**config.mk**
```make
export PLATFORM = sky130hd
export DESIGN_NAME = utf8_to_utf16_stream_decoder_unit
export DESIGN_NICKNAME = d
export VERILOG_FILES = /design/src/sv/u8u16_pkg.sv /design/src/sv/u8u16_decode.sv /design/src/sv/u8u16_result_queue.sv /design/src/sv/utf8_to_utf16_stream_decoder_unit.sv
export SDC_FILE = /design/constraint.sdc
export NUM_CORES = 1
export LEC_CHECK = 0
export BUFFER_PORTS_ARGS = -buffer_cell sky130_fd_sc_hd__buf_4
export CORE_MARGIN = 2
export CORE_UTILIZATION = 25
export DETAILED_ROUTE_END_ITERATION = 10
export MAX_ROUTING_LAYER = met4
export SLEW_MARGIN = 20
export SYNTH_ARGS = -nofsm -noshare
export SYNTH_HDL_FRONTEND = slang
export SYNTH_HIERARCHICAL = 1
export SYNTH_SLANG_ARGS = --single-unit
```
**constraint.sdc**
```tcl
create_clock -name clock -period 8.8 [get_ports clock]
set_clock_uncertainty 0.2 [all_clocks]
set_input_delay 1.76 -clock clock [delete_from_list [all_inputs] [get_ports clock]]
set_output_delay 1.76 -clock clock [all_outputs]
set_load 0.02 [all_outputs]
```
**src/sv/u8u16_pkg.sv**
```systemverilog
// Shared types and constants for the UTF-8 to UTF-16 stream decoder.
// No dependencies; imported by the decode stage, result queue and top level.

package u8u16_pkg;

   localparam int QUEUE_DEPTH_DEFAULT = 4;

   localparam logic [15:0] REPL_UNIT   = 16'hFFFD;
   localparam logic [15:0] HI_SURR     = 16'hD800;
   localparam logic [15:0] LO_SURR     = 16'hDC00;
   localparam logic [15:0] COUNT_MAX   = 16'hFFFF;
   localparam logic [20:0] BMP_MAX     = 21'h00FFFF;
   localparam logic [20:0] CP_MAX      = 21'h10FFFD;
   localparam logic [20:0] SUPP_BASE   = 21'h010000;
   localparam logic [1:0]  CONT_TAG    = 2'b10;

   // Lead nibbles that open a multi-byte sequence
   localparam logic [3:0]  LEAD2_A     = 4'hC;
   localparam logic [3:0]  LEAD2_B     = 4'hD;
   localparam logic [3:0]  LEAD3       = 4'hE;
   localparam logic [3:0]  LEAD4       = 4'hF;

   localparam logic [7:0]  MASK_LEAD2  = 8'h1F;
   localparam logic [7:0]  MASK_LEAD3  = 8'h0F;
   localparam logic [7:0]  MASK_LEAD4  = 8'h07;

   typedef struct packed {
      logic [15:0] code_unit;
      logic        unit_valid;
      logic        end_of_string;
      logic [15:0] total_units;
      logic        last;
   } result_type;

   typedef struct packed {
      logic [20:0] partial_code;
      logic [1:0]  bytes_remaining;
      logic [15:0] unit_count;
   } state_type;

   typedef struct packed {
      logic [1:0] n_results;
      result_type r0;
      result_type r1;
      state_type  next;
   } decode_type;

   function automatic logic [15:0] sat_inc(logic [15:0] c, logic v);
      return (v && (c != COUNT_MAX)) ? c + 16'd1 : c;
   endfunction

endpackage

```
**src/sv/u8u16_decode.sv**
```systemverilog
// Combinational decode of one byte against the current sequence state.
// Produces up to two results and the next state. Depends on u8u16_pkg.

module u8u16_decode (
   input  logic [7:0]            in_byte,
   input  u8u16_pkg::state_type  state,
   output u8u16_pkg::decode_type dec
);
   import u8u16_pkg::*;

   logic        is_cont;
   logic        pending;
   logic        lead_emit;
   logic [15:0] lead_code;
   logic [20:0] lead_pc;
   logic [1:0]  lead_rem;
   logic [20:0] pc_shift;
   logic [1:0]  rem_dec;
   logic [20:0] supp;
   logic [15:0] u0_code, u1_code;
   logic        u0_valid, u1_valid, u0_eos;
   logic [1:0]  n;
   logic [20:0] next_pc;
   logic [1:0]  next_rem;
   logic [15:0] tot0, tot1;

   assign is_cont  = (in_byte[7:6] == CONT_TAG);
   assign pending  = (state.bytes_remaining != 2'd0);
   assign pc_shift = {state.partial_code[14:0], in_byte[5:0]};
   assign rem_dec  = state.bytes_remaining - 2'd1;
   assign supp     = pc_shift - SUPP_BASE;

   always_comb begin
      lead_rem = 2'd0;
      lead_pc  = '0;
      case (in_byte[7:4])
         LEAD2_A, LEAD2_B: begin
            lead_rem = 2'd1;
            lead_pc  = {13'd0, in_byte & MASK_LEAD2};
         end
         LEAD3: begin
            lead_rem = 2'd2;
            lead_pc  = {13'd0, in_byte & MASK_LEAD3};
         end
         LEAD4: begin
            lead_rem = 2'd3;
            lead_pc  = {13'd0, in_byte & MASK_LEAD4};
         end
         default: begin
            lead_rem = 2'd0;
            lead_pc  = '0;
         end
      endcase
   end

   // A stray continuation or a single-byte code emits straight away
   assign lead_emit = is_cont || (lead_rem == 2'd0);
   assign lead_code = is_cont ? REPL_UNIT : {8'h00, in_byte};

   always_comb begin
      n        = 2'd0;
      u0_code  = '0;
      u0_valid = 1'b1;
      u0_eos   = 1'b0;
      u1_code  = '0;
      u1_valid = 1'b1;
      next_pc  = state.partial_code;
      next_rem = state.bytes_remaining;
      if (in_byte == 8'h00) begin
         n        = 2'd1;
         u0_code  = pending ? REPL_UNIT : 16'h0000;
         u0_valid = pending;
         u0_eos   = 1'b1;
         next_pc  = '0;
         next_rem = 2'd0;
      end else if (pending) begin
         if (is_cont) begin
            next_pc  = pc_shift;
            next_rem = rem_dec;
            if (rem_dec == 2'd0) begin
               next_pc = '0;
               if (pc_shift <= BMP_MAX) begin
                  n       = 2'd1;
                  u0_code = pc_shift[15:0];
               end else if (pc_shift <= CP_MAX) begin
                  n       = 2'd2;
                  u0_code = HI_SURR | {6'd0, supp[19:10]};
                  u1_code = LO_SURR | {6'd0, supp[9:0]};
               end else begin
                  n       = 2'd1;
                  u0_code = REPL_UNIT;
               end
            end
         end else begin
            // interrupted sequence: replacement, then the byte as a new lead
            u0_code  = REPL_UNIT;
            u1_code  = lead_code;
            n        = lead_emit ? 2'd2 : 2'd1;
            next_pc  = lead_pc;
            next_rem = lead_rem;
         end
      end else begin
         u0_code  = lead_code;
         n        = lead_emit ? 2'd1 : 2'd0;
         next_pc  = lead_pc;
         next_rem = lead_rem;
      end
   end

   assign tot0 = sat_inc(state.unit_count, u0_valid);
   assign tot1 = sat_inc(tot0, u1_valid);

   always_comb begin
      dec.n_results        = n;
      dec.r0.code_unit     = u0_code;
      dec.r0.unit_valid    = u0_valid;
      dec.r0.end_of_string = u0_eos;
      dec.r0.total_units   = tot0;
      dec.r0.last          = (n == 2'd1);
      dec.r1.code_unit     = u1_code;
      dec.r1.unit_valid    = u1_valid;
      dec.r1.end_of_string = 1'b0;
      dec.r1.total_units   = tot1;
      dec.r1.last          = (n == 2'd2);
      dec.next.partial_code    = next_pc;
      dec.next.bytes_remaining = next_rem;
      if (u0_eos) begin
         dec.next.unit_count = '0;
      end else begin
         case (n)
            2'd1:    dec.next.unit_count = tot0;
            2'd2:    dec.next.unit_count = tot1;
            default: dec.next.unit_count = state.unit_count;
         endcase
      end
   end

endmodule

```
**src/sv/u8u16_result_queue.sv**
```systemverilog
// Small result queue: takes up to two results a cycle, hands out one.
// Depends on u8u16_pkg for the result record.

module u8u16_result_queue #(
   parameter int DEPTH = u8u16_pkg::QUEUE_DEPTH_DEFAULT
) (
   input  logic                  clock,
   input  logic                  reset,
   input  logic [1:0]            push_n,
   input  u8u16_pkg::result_type push0,
   input  u8u16_pkg::result_type push1,
   input  logic                  pop,
   output u8u16_pkg::result_type head,
   output logic                  not_empty,
   output logic                  room_for_two
);
   import u8u16_pkg::*;

   localparam int PTR_W = (DEPTH > 2) ? $clog2(DEPTH) : 1;
   localparam int CNT_W = $clog2(DEPTH + 1);
   localparam logic [PTR_W-1:0] LAST_PTR  = PTR_W'(DEPTH - 1);
   localparam logic [CNT_W-1:0] TWO_SHORT = CNT_W'(DEPTH - 2);

   result_type       entries_ff [DEPTH];
   logic [PTR_W-1:0] wr_ptr_ff, wr_ptr_in;
   logic [PTR_W-1:0] rd_ptr_ff, rd_ptr_in;
   logic [CNT_W-1:0] count_ff, count_in;
   logic [PTR_W-1:0] wr_ptr_next;

   function automatic logic [PTR_W-1:0] step_ptr(logic [PTR_W-1:0] p);
      return (p == LAST_PTR) ? '0 : p + PTR_W'(1);
   endfunction

   assign wr_ptr_next  = step_ptr(wr_ptr_ff);
   assign head         = entries_ff[rd_ptr_ff];
   assign not_empty    = (count_ff != '0);
   assign room_for_two = (count_ff <= TWO_SHORT);

   always_comb begin
      case (push_n)
         2'd1:    wr_ptr_in = wr_ptr_next;
         2'd2:    wr_ptr_in = step_ptr(wr_ptr_next);
         default: wr_ptr_in = wr_ptr_ff;
      endcase
      rd_ptr_in = pop ? step_ptr(rd_ptr_ff) : rd_ptr_ff;
      count_in  = count_ff + CNT_W'(push_n) - CNT_W'(pop);
   end

   always_ff @(posedge clock) begin
      if (reset) begin
         wr_ptr_ff <= '0;
         rd_ptr_ff <= '0;
         count_ff  <= '0;
      end else begin
         wr_ptr_ff <= wr_ptr_in;
         rd_ptr_ff <= rd_ptr_in;
         count_ff  <= count_in;
      end
   end

   always_ff @(posedge clock) begin
      if (push_n != 2'd0) begin
         entries_ff[wr_ptr_ff] <= push0;
      end
      if (push_n == 2'd2) begin
         entries_ff[wr_ptr_next] <= push1;
      end
   end

endmodule

```
**src/sv/utf8_to_utf16_stream_decoder_unit.sv**
```systemverilog
// Top level of the UTF-8 to UTF-16 stream decoder.
// Uses u8u16_pkg, u8u16_decode and u8u16_result_queue.
//
// Usage:
//  - req_ channel carries one UTF-8 byte per transaction (req_in_byte); a zero
//    byte ends the string. rsp_ channel returns UTF-16 code units, each with
//    unit_valid, end_of_string, the running saturated unit count and a last
//    flag marking the final result caused by a byte.
//  - A byte gives zero, one or two results. The byte is decoded in the cycle
//    it is taken and its results appear on rsp_ in the next cycle at the
//    earliest. A second result follows the first, in order.
//  - Throughput: one byte per cycle while bytes give at most one result and
//    rsp_ is not stalled; two-result bytes are limited by the rsp_ side to one result a cycle.
//  - req_stall rises when the result queue (QUEUE_DEPTH entries, at least 2)
//    cannot take two more results; it depends only on queue occupancy.
//  - A stalled rsp_ side holds its transaction; bytes keep flowing until the
//    queue has room for fewer than two more results.
//  - Reset clears the sequence state, the unit count and the queue.

module utf8_to_utf16_stream_decoder_unit #(
   parameter int QUEUE_DEPTH = u8u16_pkg::QUEUE_DEPTH_DEFAULT
) (
   input  logic        clock,
   input  logic        reset,
   input  logic        req_valid,
   output logic        req_stall,
   input  logic [7:0]  req_in_byte,
   output logic        rsp_valid,
   input  logic        rsp_stall,
   output logic [15:0] rsp_code_unit,
   output logic        rsp_unit_valid,
   output logic        rsp_end_of_string,
   output logic [15:0] rsp_total_units,
   output logic        rsp_last
);
   import u8u16_pkg::*;

   state_type  state_ff, state_in;
   decode_type dec;
   result_type head;
   logic       req_accept;
   logic       rsp_accept;
   logic       room_for_two;
   logic [1:0] push_n;

   assign req_stall  = !room_for_two;
   assign req_accept = req_valid && !req_stall;
   assign rsp_accept = rsp_valid && !rsp_stall;
   assign push_n     = req_accept ? dec.n_results : 2'd0;
   assign state_in   = req_accept ? dec.next : state_ff;

   u8u16_decode u_decode (
      .in_byte (req_in_byte),
      .state   (state_ff),
      .dec     (dec)
   );

   u8u16_result_queue #(
      .DEPTH (QUEUE_DEPTH)
   ) u_queue (
      .clock        (clock),
      .reset        (reset),
      .push_n       (push_n),
      .push0        (dec.r0),
      .push1        (dec.r1),
      .pop          (rsp_accept),
      .head         (head),
      .not_empty    (rsp_valid),
      .room_for_two (room_for_two)
   );

   always_ff @(posedge clock) begin
      if (reset) begin
         state_ff <= '0;
      end else begin
         state_ff <= state_in;
      end
   end

   assign rsp_code_unit     = head.code_unit;
   assign rsp_unit_valid    = head.unit_valid;
   assign rsp_end_of_string = head.end_of_string;
   assign rsp_total_units   = head.total_units;
   assign rsp_last          = head.last;

   // second result of a byte is always a low surrogate or a unit after a replacement
   a_pair_second_valid: assert property (@(posedge clock) disable iff (reset)
      (req_accept && dec.n_results == 2'd2) |-> (dec.r1.unit_valid && dec.r1.last
         && !dec.r0.last))
      else $error("two-result transaction with malformed second result");

   a_eos_alone: assert property (@(posedge clock) disable iff (reset)
      (req_accept && req_in_byte == 8'h00) |=>
         (state_ff.unit_count == 16'd0 && state_ff.bytes_remaining == 2'd0))
      else $error("end of string did not clear decoder state");

   a_stall_means_backlog: assert property (@(posedge clock) disable iff (reset)
      req_stall |-> rsp_valid)
      else $error("input stalled with an empty result queue");

   a_reset_empty: assert property (@(posedge clock)
      reset |=> !rsp_valid)
      else $error("result pending straight after reset");

endmodule
```
==> results.cfg, run 1 <==
[drt]
ant_nets = 0
post_drt_wl_per_cell_um = 18.3
dr.pass1.iters = 5
avgViaCountPerCell = 4.96
drc = 0
wl_mm = 29.0
num_vias = 7848
drt_iter0_drc = 965

[timing]
rsz0062_at_grt = false
tightestPinTransition_ns = 1.06
setup_slack_ns = 1.91
fin_crit_ns = 6.89
min_period_over_period_pct = 78.3
relSlewSlack_pct = 29.3
finalSetupViolations = 0
finalSetupTns_ns = 0
drv_slew = 0
hold_violations = 0
clock.fmax_mhz = 145

[min_path]
holdPathStages = 2
holdCritPathClass = register to register

[placed_design]
gp_congestion = 0.875
numPortBuffers = 48
hpwl_mm = 20.0
pre_cts_ws_ns = 1.54

[power_and_ir_drop]
p_per_area_nw_per_um2 = 219
leakage_uw = 0.00442
finalPower_uw = 2820
ir_drop_mv = 0.145
power.net_switching_uw = 989
pwr-share-comb_pct = 32.9
p_int_uw = 1830
pwr-share-clk_pct = 27.6
seqPwrFrac_pct = 39.5
swShare_pct = 35.0

[global_route]
grt_usage_pct = 12.4
grt_pass1_vias = 7542
grt_pass1_wl_mm = 45.1
grt_antenna_before_repair = 0
grt_overflow = 0
grt_max_degree = 69

[clock_tree]
cts_root_buf = clkbuf_16
htreeDepth = 4
cts_setup_buffers = 0
worstSkewPairLatency_ns = 0.43
hold_buffers = 0
ctsResizeCount = 0
cts_num_sinks = 182
cts_made_buffers = 17
clkTransAtPathRegs_ns = 0.08
tritoncts = built
clockBufferDepth = 2

[die]
ios = 49
die_area_um2 = 48200
chipHeight_um = 219
core_area_um2 = 45600
die_x_um = 219
rows = 78
start_util_pct = 25.5

[flow_run]
drv_cap = 0

[critical_path]
end_kind = register
startpoint = req_in_byte[2]
r2r_slack_ns = 2.79
crit-reg2reg-launch = state_ff[16]
path_max_fanout = 36
cp_top_family = simple AND/OR/NAND/NOR gates
cp-endpoint = u_queue/entries_ff[2][22]
arrival_ns = 6.80
r2r-end = u_queue/entries_ff[2][12]
slowest_stage = o21ai_1
cp_common_cell = buf_4
crit_cells = 15
critPathMaxStageDelay_ns = 0.78
reg2regPathDepth = 14
cp.buffers_inverters = 3
cp_cell_sequence = buf_4 > nand4_1 > nor4_1 > a31oi_1 > o21ai_1 > o31ai_1 > buf_4 > or2_2 > o21ai_0 > and2_1 > and3_1 > ha_1 > nand2_2 > o21ai_4 > buf_4
crit_type = input port to register
start_kind = input port
required_ns = 8.71

[cells_and_area]
regArea_um2 = 5050
fillers = 4586
final_layout_size_suffix_gt1_share_pct = 32.5
nets = 1002
multi_input_area_um2 = 5860
area_growth_syn_to_layout_pct = 11.0
n_antenna_cell = 0

[synthesis]
postSynthCellCount = 974
yosysWarnings = 6
syn_area_per_cell_um2 = 11.9
synthesis.area_um2 = 11600

[outcome]
status = finished clean
## sequential cells by signal (all words and copies together) (netlist names), named ones only
name / cells
state_ff: 33
u_queue/count_ff: 3
u_queue/entries_ff: 140
u_queue/rd_ptr_ff: 2
u_queue/wr_ptr_ff: 2
## power groups by stage
| stage | registers [uW] | logic [uW] | clock network (uW) |
|---|---|---|---|
| after CTS | 1120 | 944 | 800 |
| after global routing | 1130 | 1010 | 832 |
| after floorplan | 1100 | 682 | 0 |
| after global placement | 1130 | 927 | 0 |
| after detailed placement | 1130 | 938 | 0 |
| final | 1110 | 928 | 780 |
## layout make-up
class	count	area share (%)
Timing Repair Buffer	58	3.38
Clock buffer	17	3.30
Sequential cell	182	39.2
Tap cell	600	5.83
Clock inverter	15	1.49
Inverter	45	1.33
Multi-Input combinational cell	664	45.5
## worst min path at each step
stage | from | end | slack (ns)
after floorplan | u_queue/rd_ptr_ff[1] | register | 0.29
after global placement | u_queue/rd_ptr_ff[1] | register | 0.32
after detailed placement | u_queue/rd_ptr_ff[0] | register | 0.34
after CTS | u_queue/rd_ptr_ff[0] | register | 0.36
after global routing | u_queue/wr_ptr_ff[1] | u_queue/wr_ptr_ff[1] | 0.38
final | u_queue/rd_ptr_ff[0] | register | 0.36
## layout by cell type (no fill, tap or decap), drive strengths merged, types with 11 or more instances in the layout
| cell type | instances |
|---|---|
| mux2 | 144 |
| edfxtp | 140 |
| a21oi | 65 |
| buf | 58 |
| inv | 53 |
| nand3 | 44 |
| nor2 | 43 |
| dfxtp | 42 |
| o21ai | 36 |
| mux4 | 35 |
| a21bo | 33 |
| nand2 | 32 |
| ha | 21 |
| and3 | 19 |
| clkbuf | 17 |
| xnor2 | 16 |
| nor3 | 16 |
| a31oi | 13 |
| xor2 | 11 |
| and2 | 11 |
| nand4 | 11 |
## metrics by stage
step | util (%) | cells | hold WS, ns | area (um2)
after floorplan | - | 975 | 0.292 | 11600
after global placement | 26.9 | 1549 | 0.316 | 12300
after global routing | 28.3 | 1581 | 0.376 | 12900
after detailed placement | 26.9 | 1549 | 0.336 | 12300
final | 28.3 | 1581 | 0.358 | 12900
after CTS | 28.3 | 1581 | 0.356 | 12900
## metal layers
layer	up-vias	share of wire, %	global-route usage (%)
li1	3691	-	-
met1	3863	48	17.2
met2	270	46	19.0
met3	24	5.3	1.78
met4	0	1.3	3.20
met5	-	0	-
## tightest hold or removal path: stages (launching register included)
cell,delay [ns]
dfxtp_1,0.33
a21oi_1,0.13
nor2_1,0.06
Note: power is estimated with default switching activity, not from simulation.
==> run 2: changes to the inputs <==
--- a/config.mk
+++ b/config.mk
@@ -5,6 +5,7 @@
 export SDC_FILE = /design/constraint.sdc
 export NUM_CORES = 1
 export LEC_CHECK = 0
+export ABC_AREA = 1
 export BUFFER_PORTS_ARGS = -buffer_cell sky130_fd_sc_hd__buf_4
 export CORE_MARGIN = 2
 export CORE_UTILIZATION = 25
==> constraint.sdc (replaced) <==
create_clock -name clock -period 7.1 [get_ports clock]
set_clock_uncertainty 0.2 [all_clocks]
set_input_delay 1.42 -clock clock [delete_from_list [all_inputs] [get_ports clock]]
set_output_delay 1.42 -clock clock [all_outputs]
set_load 0.02 [all_outputs]
==> run 2 against run 1 <==
- count of clock-buffer cells in the layout stayed put
- first-iteration DRC count is 12% lower
- clock power is 19% higher
- sequential power is 41% higher
- non-clock buffer count is 3 higher
- highest routed layer unchanged
- synthesized area is 0.55% lower
==> results.cfg, run 2 <==
[global_route]
grt_pass1_wl_mm = 53.1
grt_max_degree = 71
grt_overflow = 0
grt_pass1_vias = 9401
grt_usage_pct = 14.5
grt_antenna_before_repair = 0
grt_util_met1_pct = 19.6
top_usage_layer = met2
grtUsageMet2_pct = 23.0
grtUsageMet3_pct = 1.75

[timing]
finalSetupViolations = 0
drv_slew = 0
clock.fmax_mhz = 197
fin_crit_ns = 5.08
min_period_over_period_pct = 71.6
relSlewSlack_pct = 39.1
tightestPinTransition_ns = 0.910
hold_violations = 0
finalSetupTns_ns = 0
rsz0062_at_grt = false

[clock_tree]
ctsResizeCount = 0
cts_num_sinks = 182
hold_buffers = 0
cts_made_buffers = 17
tritoncts = built
cts_root_buf = clkbuf_16
clockBufferDepth = 2
htreeDepth = 4
cts_setup_buffers = 0
worstSkewPairLatency_ns = 0.43
clkTransAtPathRegs_ns = 0.07

[placed_design]
numPortBuffers = 48
placed_cell_area_um2 = 12300
gp_congestion = 0.916
dpl.cell_count = 2129
hpwl_mm = 24.1

[critical_path]
critPathMaxStageDelay_ns = 0.77
slowest_stage = o21ai_4
cp_common_cell = nand2_1
start_kind = input port
cp_cell_sequence = buf_4 > inv_2 > nor3_1 > nand3_1 > o31ai_1 > nand2_1 > inv_2 > nand3_1 > nand2_1 > nand2_1 > nor2_1 > inv_1 > nor2_1 > inv_1 > ha_1 > o21ai_4 > buf_4
required_ns = 7.01
end_kind = register
crit_type = input port to register
arrival_ns = 4.99
reg2regPathDepth = 18
startpoint = req_in_byte[5]
r2r_slack_ns = 2.66
r2r-end = u_queue/entries_ff[0][2]
cp-endpoint = u_queue/entries_ff[0][2]
crit-reg2reg-launch = state_ff[28]
path_max_fanout = 23

[power_and_ir_drop]
p_int_uw = 2590
finalPower_uw = 4610
leakage_uw = 0.00523
pwr-share-clk_pct = 20.1
swShare_pct = 43.7
ir_drop_mv = 0.131
power.net_switching_uw = 2020
p_per_area_nw_per_um2 = 359
pwr-share-comb_pct = 45.8
seqPwrFrac_pct = 34.1

[drt]
wl_mm = 33.6
post_drt_wl_per_cell_um = 15.5
num_vias = 10127
drt_iter0_drc = 852
ant_nets = 0
avgViaCountPerCell = 4.69
dr.pass1.iters = 5
drc = 0

[cells_and_area]
area_growth_syn_to_layout_pct = 11.3
largestRegisters = u_queue/entries_ff x140, state_ff x33, u_queue/count_ff x3
final_cell_mix = nand2_1 (379), o21ai_0 (253), nor2_1 (208)
fillers = 4920
layout_commonest_cell = nand2_1
post-route-util_pct = 28.2
largest_register_ffs = 140
layout.cells.non_filler = 2161
final_layout_size_suffix_gt1_share_pct = 10.7
n_antenna_cell = 0
max_flop_register = u_queue/entries_ff
nets = 1582
fin_area_um2 = 12800

[synthesis]
synthesis.area_um2 = 11500
postSynthCellCount = 1558
yosysWarnings = 6
syn_area_per_cell_um2 = 7.41

[die]
rows = 78
chipHeight_um = 219
core_area_um2 = 45500
die_x_um = 219
ios = 49
start_util_pct = 25.4
die_area_um2 = 47900

[flow_run]
drv_cap = 0

[outcome]
status = finished clean

[min_path]
holdPathStages = 4
holdCritPathClass = register to register
[run 2: cell type report]
class	instances	area, um2	area share, %
clock buffer	17	425	3.31
sequential	182	5050	39.3
clock inverter	15	144	1.12
timing repair buffer	61	458	3.57
inverter	184	696	5.42
tap	600	751	5.85
multi-input combinational	1102	5320	41.4
[run 2: worst min-delay path by stage]
stage                 startpoint            to  slack [ns]
floorplan            state_ff[2]   state_ff[2]        0.29
global placement    state_ff[17]  state_ff[17]        0.30
detailed placement  state_ff[17]  state_ff[17]        0.31
CTS                 state_ff[17]  state_ff[17]        0.32
global route        state_ff[21]  state_ff[21]        0.37
finish              state_ff[17]  state_ff[17]        0.32
[run 2: metrics by stage]
step,hold slack [ns],worst slack [ns]
floorplan,0.285,0.669
global placement,0.301,1.70
detailed placement,0.314,1.61
CTS,0.324,2.07
global route,0.373,1.67
finish,0.319,2.02
[run 2: power by group through the flow]
stage	sequential, uW	clock, uW	combinational, uW
3_5_place_dp	1600	0	2110
2_1_floorplan	1540	0	1460
4_1_cts	1570	944	2120
6_report	1570	927	2110
5_1_grt	1590	988	2370
3_3_place_gp	1590	0	2090
[run 2: routing by layer]
| metal | wire [um] | up-vias |
|---|---|---|
| met5 | 0 | - |
| met4 | 750 | 0 |
| met3 | 1860 | 39 |
| met2 | 15300 | 280 |
| met1 | 15700 | 4762 |
| li1 | - | 5046 |
[run 2: worst max-delay path: cells and delay by family]
family                     cells  cell delay, ns
AOI/OAI and AO/OA              2            1.00
adders and majority gates      1            0.33
buffers and inverters          6            0.95
and+or+nand+nor                8            1.27
==> run 3: changes to the inputs <==
--- a/config.mk
+++ b/config.mk
@@ -5,7 +5,7 @@
 export SDC_FILE = /design/constraint.sdc
 export NUM_CORES = 1
 export LEC_CHECK = 0
-export ABC_AREA = 1
+export ABC_AREA = 0
 export BUFFER_PORTS_ARGS = -buffer_cell sky130_fd_sc_hd__buf_4
 export CORE_MARGIN = 2
 export CORE_UTILIZATION = 25
==> constraint.sdc (replaced) <==
create_clock -name clock -period 4.9 [get_ports clock]
set_clock_uncertainty 0.2 [all_clocks]
set_input_delay 0.98 -clock clock [delete_from_list [all_inputs] [get_ports clock]]
set_output_delay 0.98 -clock clock [all_outputs]
set_load 0.02 [all_outputs]
==> run 3 against run 2 <==
- clock power increased by 45%
- count of clock-buffer cells in the layout unchanged
- sequential power rose by 29%
- die area up 0.54%
- largest power group is now sequential cells
- sequential share of layout area is 1.6 points lower
- routed wire length is 8.9% lower
- combinational power is 20% lower
==> results.cfg, run 3 (synthesis results as in run 1) <==
[clock_tree]
cts_root_buf = clkbuf_16
tritoncts = built
worstSkewPairLatency_ns = 0.45
cts_made_buffers = 17
htreeDepth = 4
clkTransAtPathRegs_ns = 0.07
ctsResizeCount = 0
cts_num_sinks = 182
hold_buffers = 0
cts_setup_buffers = 0
clockBufferDepth = 2

[min_path]
min_from = u_queue/rd_ptr_ff[0]
holdCritPathClass = register to register

[critical_path]
slowest_stage = dfxtp_1
end_kind = register
arrival_ns = 4.48
cp_cell_sequence = ha_1 > and4_1 > and4_4 > nor2_1 > xnor2_1 > ha_1 > o311ai_1 > a22oi_2 > nand4_1 > buf_4 > nor3_4 > buf_4 > nor2_1 > xnor2_1 > mux2_1
crit_cells = 15
r2r_slack_ns = 0.42
startpoint = state_ff[1]
reg2regPathDepth = 15
cp.buffers_inverters = 2
required_ns = 4.90
crit_type = register to register
critPathMaxStageDelay_ns = 0.49
start_kind = register
crit-reg2reg-launch = state_ff[1]
cp-endpoint = u_queue/entries_ff[0][8]
r2r-end = u_queue/entries_ff[0][8]
cp_top_family = simple AND/OR/NAND/NOR gates
path_max_fanout = 11

[power_and_ir_drop]
finalPower_uw = 5060
p_per_area_nw_per_um2 = 378
leakage_uw = 0.00471
ir_drop_mv = 0.217

[cells_and_area]
multi_input_area_um2 = 5860
regArea_um2 = 5050
largest_register_ffs = 140
max_flop_register = u_queue/entries_ff
layout_commonest_cell = edfxtp_1
largestRegisters = u_queue/entries_ff x140, state_ff x33, u_queue/count_ff x3
area_growth_syn_to_layout_pct = 15.4
final_layout_size_suffix_gt1_share_pct = 36.1
fillers = 4602
nets = 1057
fin_area_um2 = 13400
final_cell_mix = edfxtp_1 (140), mux2_2 (113), buf_4 (101)

[die]
ios = 49
die_area_um2 = 48200
core_area_um2 = 45600
die_x_um = 219
chipHeight_um = 219
start_util_pct = 25.5
rows = 78

[drt]
drt_iter0_drc = 735
dr.pass1.iters = 5
drc = 0
post_drt_wl_per_cell_um = 18.7
avgViaCountPerCell = 4.97
num_vias = 8136
wl_mm = 30.6
ant_nets = 0

[timing]
tightestPinTransition_ns = 1.01
finalSetupViolations = 0
rsz0062_at_grt = false
hold_violations = 0
min_period_over_period_pct = 91.5
hold_slack_ns = 0.352
relSlewSlack_pct = 32.4
fin_crit_ns = 4.48
drv_slew = 0
finalSetupTns_ns = 0
setup_slack_ns = 0.416
clock.fmax_mhz = 223

[placed_design]
gp_congestion = 0.923
placed_cell_area_um2 = 12800
numPortBuffers = 48
pre_cts_ws_ns = 0.0143
hpwl_mm = 20.2

[global_route]
grt_usage_pct = 13.2
grt_pass1_wl_mm = 48.0
grt_pass1_vias = 7934
grt_antenna_before_repair = 1
grt_overflow = 0
grt_max_degree = 68

[flow_run]
drv_cap = 0

[outcome]
status = finished clean
[run 3: cell count changes in the layout (fill, tap and decap cells not counted), sizes merged, moves of 19 or more]
| cell | change |
|---|---|
| o22ai | -40 |
| a21oi | +37 |
| nand2 | -380 |
| buf | +52 |
| and3 | +19 |
| mux2 | +144 |
| mux4 | +35 |
| nor2 | -181 |
| inv | -139 |
| o21ai | -234 |
| a21bo | +33 |
[run 3: area by class of cell]
class / count / area share (%)
multi-input cells: 664 / 43.8
flip-flops and latches: 182 / 37.7
repair buffers: 113 / 7.45
well taps: 600 / 5.60
clock buffers: 17 / 3.18
inverters: 45 / 1.28
clock inverters: 15 / 1.00
diodes: 1 / 0.0187
[run 3: tightest hold or removal path: cells and delay by family, from the launching register on]
family | cells | cell delay (ns)
AND/OR/NAND/NOR | 1 | 0.06
flip-flops | 1 | 0.33
AO/OA/AOI/OAI | 1 | 0.12
[run 3: where the power goes]
part           total, uW  internal (uW)  switching (uW)  leakage (uW)
Sequential          2030           1890             141       0.00163
Combinational       1690            765             929       0.00282
Clock               1340            669             667      0.000266
[run 3: metrics by stage]
stage,util [%],cells
finish,29.4,1637
global route,29.4,1637
CTS,29.4,1636
detailed placement,28.2,1604
global placement,28.2,1604
floorplan,-,975
[run 3: routing by layer]
layer | vias to the layer above | global-route usage [%] | wire [um]
met5 | - | - | 0
met4 | 0 | 3.63 | 504
met3 | 36 | 2.36 | 1660
met2 | 267 | 20.7 | 14600
met1 | 4041 | 17.6 | 13900
li1 | 3792 | - | -
[run 3: how the worst min path moves through the flow]
| stage | to | slack, ns | cells past startpoint |
|---|---|---|---|
| 6_report | register | 0.35 | 2 |
| 3_5_place_dp | register | 0.34 | 2 |
| 2_1_floorplan | register | 0.29 | 2 |
| 5_1_grt | u_queue/rd_ptr_ff[0] | 0.39 | 2 |
| 4_1_cts | register | 0.35 | 2 |
| 3_3_place_gp | register | 0.32 | 2 |
